### src/design/phsq_pkg.sv
// Shared types and constants for the peak-and-hold solenoid sequencer.
// Beat structs, phase codes and period timing constants; no dependencies.
package phsq_pkg;

    localparam int unsigned DUTY_W  = 13;
    localparam int unsigned TICKS_W = 17;
    localparam int unsigned PROD_W  = 25;

    localparam logic [DUTY_W-1:0]  START_LEVEL  = 13'd224;
    localparam logic [DUTY_W-1:0]  SKIP_LEVEL   = 13'd3220;
    localparam logic [DUTY_W-1:0]  FULL_DUTY    = 13'd4096;
    localparam logic [TICKS_W-1:0] INRUSH_MAX   = 17'd15000;
    localparam logic [TICKS_W-1:0] PERIOD_TICKS = 17'd100000;

    // on-time = duty * 50000 / 4096 = (duty * 3125) >> 8
    localparam logic [PROD_W-1:0]  ON_SCALE     = 25'd3125;
    localparam int unsigned        ON_SHIFT     = 8;

    localparam logic FUNC_SET_DUTY = 1'b0;
    localparam logic FUNC_ALARM    = 1'b1;

    typedef enum logic [2:0] {
        PH_OFF       = 3'b001,
        PH_HOLD_NEXT = 3'b010,
        PH_OFF_NEXT  = 3'b100
    } phase_t;

    typedef struct packed {
        logic              func;
        logic [DUTY_W-1:0] duty;
    } in_beat_t;

    typedef struct packed {
        logic [DUTY_W-1:0]  drive_duty;
        logic [TICKS_W-1:0] next_interval;
    } out_beat_t;

endpackage

### src/design/peak_hold_solenoid_sequencer.sv
// Peak-and-hold solenoid sequencer: top level with phase logic and result register.
// Depends on phsq_pkg for beat structs, phase codes and timing constants.
//
// Usage:
//   in channel  (in_valid/in_ready/in_data): a set-duty beat (func = 0) stores the
//     duty, saturated to 4096, and derives inrush, hold and off times of one
//     100000-tick period. It yields no result. An alarm beat (func = 1) yields one
//     result: the duty to drive and the ticks until the next alarm.
//   out channel (out_valid/out_ready/out_data): one result per alarm, in order.
//   cfg port (cfg_we/cfg_wdata): writes hold_duty; write when idle.
// Latency: a result is valid the cycle after its alarm beat is accepted.
// Throughput: one beat per cycle while in_ready is high; the phase update and
//   the on-time product (one constant multiply) sit combinationally between the
//   input handshake and the registers.
// Stall: while a result waits and out_ready is low, in_ready drops; it stays
//   high whenever the result register is empty or is being drained.
// Reset: all times, duty and hold_duty clear to zero, phase returns to off,
//   the result register is emptied.
module peak_hold_solenoid_sequencer (
    input  logic                clk,
    input  logic                rst_n,
    input  logic                in_valid,
    output logic                in_ready,
    input  phsq_pkg::in_beat_t  in_data,
    output logic                out_valid,
    input  logic                out_ready,
    output phsq_pkg::out_beat_t out_data,
    input  logic                cfg_we,
    input  logic [phsq_pkg::DUTY_W-1:0] cfg_wdata
);

    logic [phsq_pkg::DUTY_W-1:0]  hold_duty_reg;
    logic [phsq_pkg::DUTY_W-1:0]  duty_level_reg,   duty_level_next;
    logic [phsq_pkg::TICKS_W-1:0] inrush_reg,       inrush_next;
    logic [phsq_pkg::TICKS_W-1:0] hold_reg,         hold_next;
    logic [phsq_pkg::TICKS_W-1:0] off_reg,          off_next;
    logic [phsq_pkg::TICKS_W-1:0] cyc_inrush_reg,   cyc_inrush_next;
    logic [phsq_pkg::TICKS_W-1:0] cyc_hold_reg,     cyc_hold_next;
    logic [phsq_pkg::TICKS_W-1:0] cyc_off_reg,      cyc_off_next;
    phsq_pkg::phase_t             phase_reg,        phase_next;
    logic                         out_valid_reg,    out_valid_next;
    phsq_pkg::out_beat_t          out_data_reg,     out_data_next;

    logic                         in_fire;
    logic [phsq_pkg::DUTY_W-1:0]  duty_sat;
    logic [phsq_pkg::DUTY_W-1:0]  hold_sat;
    logic [phsq_pkg::PROD_W-1:0]  on_prod;
    logic [phsq_pkg::TICKS_W-1:0] on_ticks;

    assign in_ready  = !out_valid_reg || out_ready;
    assign in_fire   = in_valid && in_ready;
    assign out_valid = out_valid_reg;
    assign out_data  = out_data_reg;

    assign duty_sat = (in_data.duty > phsq_pkg::FULL_DUTY) ? phsq_pkg::FULL_DUTY
                                                          : in_data.duty;
    assign hold_sat = (hold_duty_reg > phsq_pkg::FULL_DUTY) ? phsq_pkg::FULL_DUTY
                                                           : hold_duty_reg;
    assign on_prod  = phsq_pkg::PROD_W'(duty_sat) * phsq_pkg::ON_SCALE;
    assign on_ticks = on_prod[phsq_pkg::ON_SHIFT +: phsq_pkg::TICKS_W];

    always_comb
    begin
        duty_level_next = duty_level_reg;
        inrush_next     = inrush_reg;
        hold_next       = hold_reg;
        off_next        = off_reg;
        cyc_inrush_next = cyc_inrush_reg;
        cyc_hold_next   = cyc_hold_reg;
        cyc_off_next    = cyc_off_reg;
        phase_next      = phase_reg;
        out_valid_next  = out_valid_reg && !out_ready;
        out_data_next   = out_data_reg;

        if (in_fire && (in_data.func == phsq_pkg::FUNC_SET_DUTY))
        begin
            duty_level_next = duty_sat;
            if (on_ticks > phsq_pkg::INRUSH_MAX)
            begin
                inrush_next = phsq_pkg::INRUSH_MAX;
                hold_next   = on_ticks - phsq_pkg::INRUSH_MAX;
            end
            else
            begin
                inrush_next = on_ticks;
                hold_next   = '0;
            end
            off_next = phsq_pkg::PERIOD_TICKS - on_ticks;
        end
        else if (in_fire)
        begin
            out_valid_next = 1'b1;
            if (duty_level_reg < phsq_pkg::START_LEVEL)
            begin
                out_data_next.drive_duty    = '0;
                out_data_next.next_interval = phsq_pkg::PERIOD_TICKS;
            end
            else if (duty_level_reg > phsq_pkg::SKIP_LEVEL)
            begin
                out_data_next.drive_duty    = hold_sat;
                out_data_next.next_interval = phsq_pkg::PERIOD_TICKS;
            end
            else
            begin
                unique case (phase_reg)
                    phsq_pkg::PH_OFF:
                    begin
                        cyc_inrush_next = inrush_reg;
                        cyc_hold_next   = hold_reg;
                        cyc_off_next    = off_reg;
                        out_data_next.drive_duty    = phsq_pkg::FULL_DUTY;
                        out_data_next.next_interval = inrush_reg;
                        phase_next = (hold_reg == '0) ? phsq_pkg::PH_OFF_NEXT
                                                      : phsq_pkg::PH_HOLD_NEXT;
                    end
                    phsq_pkg::PH_HOLD_NEXT:
                    begin
                        out_data_next.drive_duty    = hold_sat;
                        out_data_next.next_interval = cyc_hold_reg;
                        phase_next = phsq_pkg::PH_OFF_NEXT;
                    end
                    default:
                    begin
                        out_data_next.drive_duty    = '0;
                        out_data_next.next_interval = cyc_off_reg;
                        phase_next = phsq_pkg::PH_OFF;
                    end
                endcase
            end
        end
    end

    always_ff @(posedge clk or negedge rst_n)
    begin
        if (!rst_n)
        begin
            hold_duty_reg  <= '0;
            duty_level_reg <= '0;
            inrush_reg     <= '0;
            hold_reg       <= '0;
            off_reg        <= '0;
            cyc_inrush_reg <= '0;
            cyc_hold_reg   <= '0;
            cyc_off_reg    <= '0;
            phase_reg      <= phsq_pkg::PH_OFF;
            out_valid_reg  <= 1'b0;
        end
        else
        begin
            if (cfg_we)
            begin
                hold_duty_reg <= cfg_wdata;
            end
            duty_level_reg <= duty_level_next;
            inrush_reg     <= inrush_next;
            hold_reg       <= hold_next;
            off_reg        <= off_next;
            cyc_inrush_reg <= cyc_inrush_next;
            cyc_hold_reg   <= cyc_hold_next;
            cyc_off_reg    <= cyc_off_next;
            phase_reg      <= phase_next;
            out_valid_reg  <= out_valid_next;
        end
    end

    always_ff @(posedge clk)
    begin
        out_data_reg <= out_data_next;
    end

`ifndef SYNTHESIS
    a_alarm_gives_result: assert property (@(posedge clk) disable iff (!rst_n)
        in_fire && (in_data.func == phsq_pkg::FUNC_ALARM) |=> out_valid_reg)
        else $error("alarm beat did not load a result");

    a_set_duty_silent: assert property (@(posedge clk) disable iff (!rst_n)
        in_fire && (in_data.func == phsq_pkg::FUNC_SET_DUTY) && out_ready
        |=> !out_valid_reg)
        else $error("set-duty beat produced a result");

    a_inrush_capped: assert property (@(posedge clk) disable iff (!rst_n)
        inrush_reg <= phsq_pkg::INRUSH_MAX)
        else $error("inrush time above cap");

    a_hold_after_full_inrush: assert property (@(posedge clk) disable iff (!rst_n)
        (hold_reg != '0) |-> (inrush_reg == phsq_pkg::INRUSH_MAX))
        else $error("hold time without full inrush");

    a_drive_in_range: assert property (@(posedge clk) disable iff (!rst_n)
        out_valid_reg |-> (out_data_reg.drive_duty <= phsq_pkg::FULL_DUTY))
        else $error("drive duty above full scale");
`endif

endmodule
### config.mk
export PLATFORM = sky130hd
export DESIGN_NAME = peak_hold_solenoid_sequencer
export DESIGN_NICKNAME = d
export VERILOG_FILES = /design/src/design/phsq_pkg.sv /design/src/design/peak_hold_solenoid_sequencer.sv
export SDC_FILE = /design/constraint.sdc
export NUM_CORES = 1
export LEC_CHECK = 0
export BUFFER_PORTS_ARGS = -buffer_cell sky130_fd_sc_hd__buf_2
export CAP_MARGIN = 15
export CORE_MARGIN = 2
export CORE_UTILIZATION = 45
export CTS_CLUSTER_DIAMETER = 120
export DETAILED_ROUTE_END_ITERATION = 10
export GPL_ROUTABILITY_DRIVEN = 0
export GPL_TIMING_DRIVEN = 0
export SYNTH_ARGS = -nofsm -noshare
export SYNTH_HDL_FRONTEND = slang
export SYNTH_SLANG_ARGS = --single-unit
### constraint.sdc
create_clock -name clk -period 2.95 [get_ports clk]
set_clock_uncertainty 0.15 [all_clocks]
set_input_delay 0 -clock clk [delete_from_list [all_inputs] [get_ports clk]]
set_output_delay 0 -clock clk [all_outputs]
set_load 0.02 [all_outputs]
* Word-level counts from Yosys, hierarchy flattened
Cells that the tools add are included.
Word-level totals: flip-flop bits (word level) 145, bits of input ports 32, output and inout port bits 32, word-level logic and storage cells 46
Cells by class: add/sub/neg operators 2, multipliers 1, order comparisons 5, eq/ne operators 2, mux-type cells 10, bitwise operators 4, reduce and logical (&&, ||, !) cells 11
Operators with widths (count):
- 30-bit one-hot mux with 2 select lines | 1
- 17-bit two-way mux | 2
- 30-bit two-way mux | 1
- 13-bit greater-than comparator (second input constant) | 2
- 13-bit two-way mux | 2
- 13-bit by 12-bit multiplier with 25-bit output (second input constant) | 1
- 17-bit by 14-bit greater-than comparator with 1-bit output (second input constant) | 1
- 17-bit zero test | 1
- 17-bit by 14-bit subtractor with 17-bit output (second input constant) | 1
- 17-bit subtractor (first input constant) | 1
- 13-bit by 12-bit greater-than comparator with 1-bit output (second input constant) | 1
- 13-bit by 8-bit < comparator with 1-bit output (second input constant) | 1
- 3-bit one-hot mux with 2 select lines | 1
- 5-bit AND reduction | 1
- 1-bit NOT | 4
- 4-bit AND reduction | 1
- 3-bit by 1-bit == test with 1-bit output (second input constant) | 1
- 3-bit by 2-bit == test with 1-bit output (second input constant) | 1
- 1-bit logical AND | 3
- 3-bit two-way mux | 1
- 1-bit zero test | 2
- 1-bit two-way mux | 2
- 2-bit AND reduction | 1
- 2-bit OR reduction | 1
- 1-bit logical OR | 1

* Logic depth before layout (Yosys ltp)
word-level depth 6, mapped depth 25, gate-level depth less buffers 22

* Worst setup path before layout
OpenSTA, ideal clock, no wires.
path type input to register, from in in_data[12] (netlist bit), to reg inrush_reg[11] (netlist bit), setup time 144 ps, data arrival time 4977 ps, required time 2656 ps, path slack -2321 ps, cell stages on the path 23, path buffers 3, cells stage by stage clkbuf_1 -> nand2b_1 -> inv_1 -> ha_1 -> ha_1 -> inv_1 -> fa_1 -> inv_1 -> fa_1 -> inv_1 -> fa_1 -> inv_1 -> ha_1 -> buf_2 -> a21oi_1 -> o21a_1 -> or2_2 -> a21bo_2 -> o211ai_1 -> o21ai_1 -> o22ai_4 -> buf_6 -> a31oi_1
On the way: longest elaborated chain between the ends 5
Ends and longest elaborated chain:
- from (decl) | line peak_hold_solenoid_sequencer.sv:24 | input phsq_pkg::in_beat_t in_data,
- 13-bit greater-than comparator (*) | line peak_hold_solenoid_sequencer.sv:55 | assign duty_sat = (in_data.duty > phsq_pkg::FULL_DUTY) ? phsq_pkg::FULL_DUTY
- 13-bit two-way mux (*) | line peak_hold_solenoid_sequencer.sv:55
- named net duty_sat (one bit) | line peak_hold_solenoid_sequencer.sv:45 | logic [phsq_pkg::DUTY_W-1:0] duty_sat;
- 13-bit by 12-bit multiplier with 25-bit output (*) | line peak_hold_solenoid_sequencer.sv:59 | assign on_prod = phsq_pkg::PROD_W'(duty_sat) * phsq_pkg::ON_SCALE;
- 17-bit by 14-bit greater-than comparator with 1-bit output | line peak_hold_solenoid_sequencer.sv:78 | if (on_ticks > phsq_pkg::INRUSH_MAX)
- 17-bit two-way mux (*) | line peak_hold_solenoid_sequencer.sv:78
- to (signal assigned) | line peak_hold_solenoid_sequencer.sv:155 | inrush_reg <= inrush_next;
- to (decl) | line peak_hold_solenoid_sequencer.sv:34 | logic [phsq_pkg::TICKS_W-1:0] inrush_reg, inrush_next;
Mark *: on every way through the listed nets, which the timed path passes. The rest lies on a longest branch. A chain may end at the register's enable or synchronous reset.

* Final worst setup path
from in in_data[12] (netlist bit), to reg inrush_reg[10] (netlist bit)
The elaborated chain is that of the path after synthesis.

==> impl_metrics.csv <==
group,metric,value,unit
pwr,power_per_cell_area,1018,mW/mm^2
clocking,path_clk_slew,0.06,ns
timing,period_share,1.652,
routing,drt_iter0_drc,546,
pwr,p_sw_frac,0.4077,
placement,dpl.cell_count,1262,
clocking,h-tree-depth,4,
clocking,clockBufferDepth,2,
grt,grt_max_degree,60,
worst_setup_path,slowest_stage,"fa_1",
worst_setup_path,cp.arrival,5.02,ns
grt,antenna_found_initial,0,
routing,avgViaCountPerCell,5.510,
worst_setup_path,timing.rr.start,"duty_level_reg[0]$_DFFE_PN0P_",
timing,grt_setup_unrepaired,"true",
routing,vias,8023,
timing,slew-limit-headroom,0.3300,
finish,fin_area,0.01406,mm^2
die,die_area,0.02277,mm^2
grt,grt_pass1_wl,41340,um
grt,grt-ovfl-total,0,
pwr,power.switching,5.833,mW
finish,instances_no_fill,1456,
run_status,violations,"setup timing",
routing,drc,0,
finish,nets,1316,
finish,utilization,0.6665,
synthesis,synth.avg_cell_area,10.52,um^2
placement,pre_cts_ws,-3.117,ns
synthesis,synth-edff-count,30,
timing,hold_viol,0,
die,start_util,0.4604,
routing,wl_per_cell,19.48,um
clocking,cts_root_buf,"clkbuf_16",
die,num_io_pins,64,
synthesis,synth_top_area_share,0.2938,
synthesis,ys_seq_area_frac,0.3893,
synthesis,syn_nets,1071,
routing,antenna_left,0,
synthesis,yosys_warnings,0,
routing,totalWireLength,28360,um
timing,worstMarginPinSlew,1.001,ns
pwr,worst_ir_drop_vdd,0.5895,mV
placement,port_buffers,63,
clocking,cts_tree,"built",
timing,setup_ws,-1.923,ns
pwr,pwr-share-clk,0.156,
placement,hpwl,18040,um
finish,layout_common_cells,"dfrtp_1, buf_4, inv_1",
timing,fmax,0.2052,GHz
worst_setup_path,reg2reg_to,"cyc_hold_reg[2]$_DFFE_PN0P_",
pwr,comb_power_share,0.627,
worst_setup_path,endpoint,"inrush_reg[10]$_DFFE_PN0P_",
timing,setup_viol,48,
worst_setup_path,r2r_cells,11,
job,drv_cap,0,
pwr,intPower,8.475,mW
finish,final_common_cell,"dfrtp_1",
timing,fin_setup_tns,-82.46,ns
worst_setup_path,crit_type,"primary input to flop",
routing,dr.pass1.iters,5,
grt,first_global_vias,7870,
worst_setup_path,cp_slowest_stage_delay,0.55,ns
timing,report.final.slew_viol_count,0,
synthesis,ys_top_cells_by_area,"dfrtp_1, ha_1, edfxtp_1",
timing,post-route-min-period,4.873,ns
worst_setup_path,cp_max_fo,8,
worst_setup_path,start_kind,"primary input",
synthesis,syn_area,0.009709,mm^2
finish,syn_to_final_growth,44.77,%
finish,largest_reg_flops,30,
hold_path,hp-class,"primary input to flop",
die,coreArea,0.02109,mm^2
synthesis,synth-async-reset-ratio,0.7931,
worst_setup_path,rrSetupSlack,0.17,ns
timing,holdWs,0.06016,ns
synthesis,ys_ff_latch,145,
die,die_x,150.9,um
clocking,cts_sinks,145,
synthesis,ys_types,86,
synthesis,synth_largest_area_cell,"dfrtp_1",
pwr,p_seq_frac,0.217,
worst_setup_path,crit_required,3.10,ns
pwr,leakagePower,6.335,nW
grt,track_usage,0.2348,
die,rows,53,
die,die_h,150.9,um
run_status,status,"finished with violations",
worst_setup_path,end_kind,"flop",
clocking,clkLatencyLatePin,0.41,ns
placement,placed_area,0.01059,mm^2
finish,n_antenna_cell,0,
clocking,cts_buffers,17,
synthesis,syn_inst,923,
synthesis,synth_top_flop_cell,"dfrtp_1",
pwr,power.total,14.31,mW
finish,drive_gt1_frac,0.4327,
worst_setup_path,crit_start,"in_data[12]",
cell families (layout without fill, tap and decap cells):
kind of cell / Yosys count / count (layout) / synth area share
fa+ha+maj: 116 / 116 / 0.1735
simple gates: 234 / 234 / 0.1208
compound gates: 192 / 193 / 0.1485
xor+xnor: 42 / 42 / 0.03943
buf+inv: 131 / 388 / 0.05606
flops: 145 / 145 / 0.3893
mux: 63 / 63 / 0.07255
cells in the mapped netlist, types with 3 or more instances:
| cell | instances |
|---|---|
| dfrtp_1 | 114 |
| inv_1 | 91 |
| ha_1 | 85 |
| nand2_1 | 77 |
| mux2_2 | 59 |
| nor2_1 | 46 |
| a21oi_1 | 37 |
| fa_1 | 31 |
| edfxtp_1 | 30 |
| xnor2_1 | 28 |
| o21ai_0 | 24 |
| and2_1 | 21 |
| clkbuf_1 | 21 |
| nand3_1 | 16 |
| a22o_1 | 15 |
| nor2b_1 | 14 |
| o31ai_1 | 13 |
| a22oi_1 | 12 |
| buf_2 | 12 |
| xor2_1 | 12 |
| a31oi_1 | 11 |
| and3_1 | 10 |
| nor4_1 | 9 |
| a21o_1 | 8 |
| nor3_1 | 8 |
| o21ai_1 | 8 |
| a211o_1 | 7 |
| o21a_1 | 7 |
| nand2b_1 | 6 |
| buf_6 | 5 |
| nand4_1 | 5 |
| o211a_1 | 5 |
| o211ai_1 | 5 |
| mux2i_1 | 4 |
| o21bai_1 | 3 |
| or3_1 | 3 |
per-layer routing:
metal  global-route usage  up-vias  part of all wire
li1                     -     3742                 -
met1               0.3076     3981              0.42
met2               0.4091      235              0.51
met3              0.02892       65             0.037
met4              0.06869        0             0.028
met5                    0        -                 0
worst max-delay path: cells and delay by family:
kind | cells | cell delay (ns)
AND/OR/NAND/NOR | 3 | 0.51
adder cells (fa/ha/maj) | 6 | 2.31
buffers and inverters | 10 | 0.99
AO/OA/AOI/OAI | 6 | 1.19
worst min-delay path by stage:
stage | start | endpoint | cells after the start
2_1_floorplan | rst_n | cyc_hold_reg[0]$_DFFE_PN0P_ | 0
3_3_place_gp | cfg_wdata[12] | hold_duty_reg[12]$_DFFE_PN0P_ | 3
3_5_place_dp | rst_n | hold_reg[13]$_DFFE_PN0P_ | 1
4_1_cts | in_data[1] | duty_level_reg[1]$_DFFE_PN0P_ | 4
5_1_grt | in_data[1] | duty_level_reg[1]$_DFFE_PN0P_ | 4
6_report | in_data[1] | duty_level_reg[1]$_DFFE_PN0P_ | 4
repair_timing:
item | 4_1_cts | 5_1_grt
pin swaps | 55 | 96
hold buffers | 29 | 0
resized for setup | 142 | 145
buffers inserted | 75 | 56
setup endpoints to repair | 49 | 78
endpoints found under the hold margin | 134 | 0
gates cloned | 4 | 2
power by group through the flow:
stage          sequential (mW)  clock, mW  combinational [mW]
6_report                  3.10       2.24                8.97
5_1_grt                   3.18       2.33                9.49
4_1_cts                   3.09       2.26                6.76
3_5_place_dp              3.12          0                5.16
3_3_place_gp              3.10          0                5.10
2_1_floorplan             3.04          0                3.92
layout make-up:
class | count | area, um^2
flip-flops and latches | 145 | 3780
well taps | 275 | 344.1
clock inverters | 9 | 130.1
multi-input cells | 648 | 6855
plain buffers | 37 | 246.5
clock buffers | 23 | 489.2
fillers | 1568 | 7032
inverters | 92 | 357.8
repair buffers | 227 | 1853
Power figures use the tool's default switching activity.
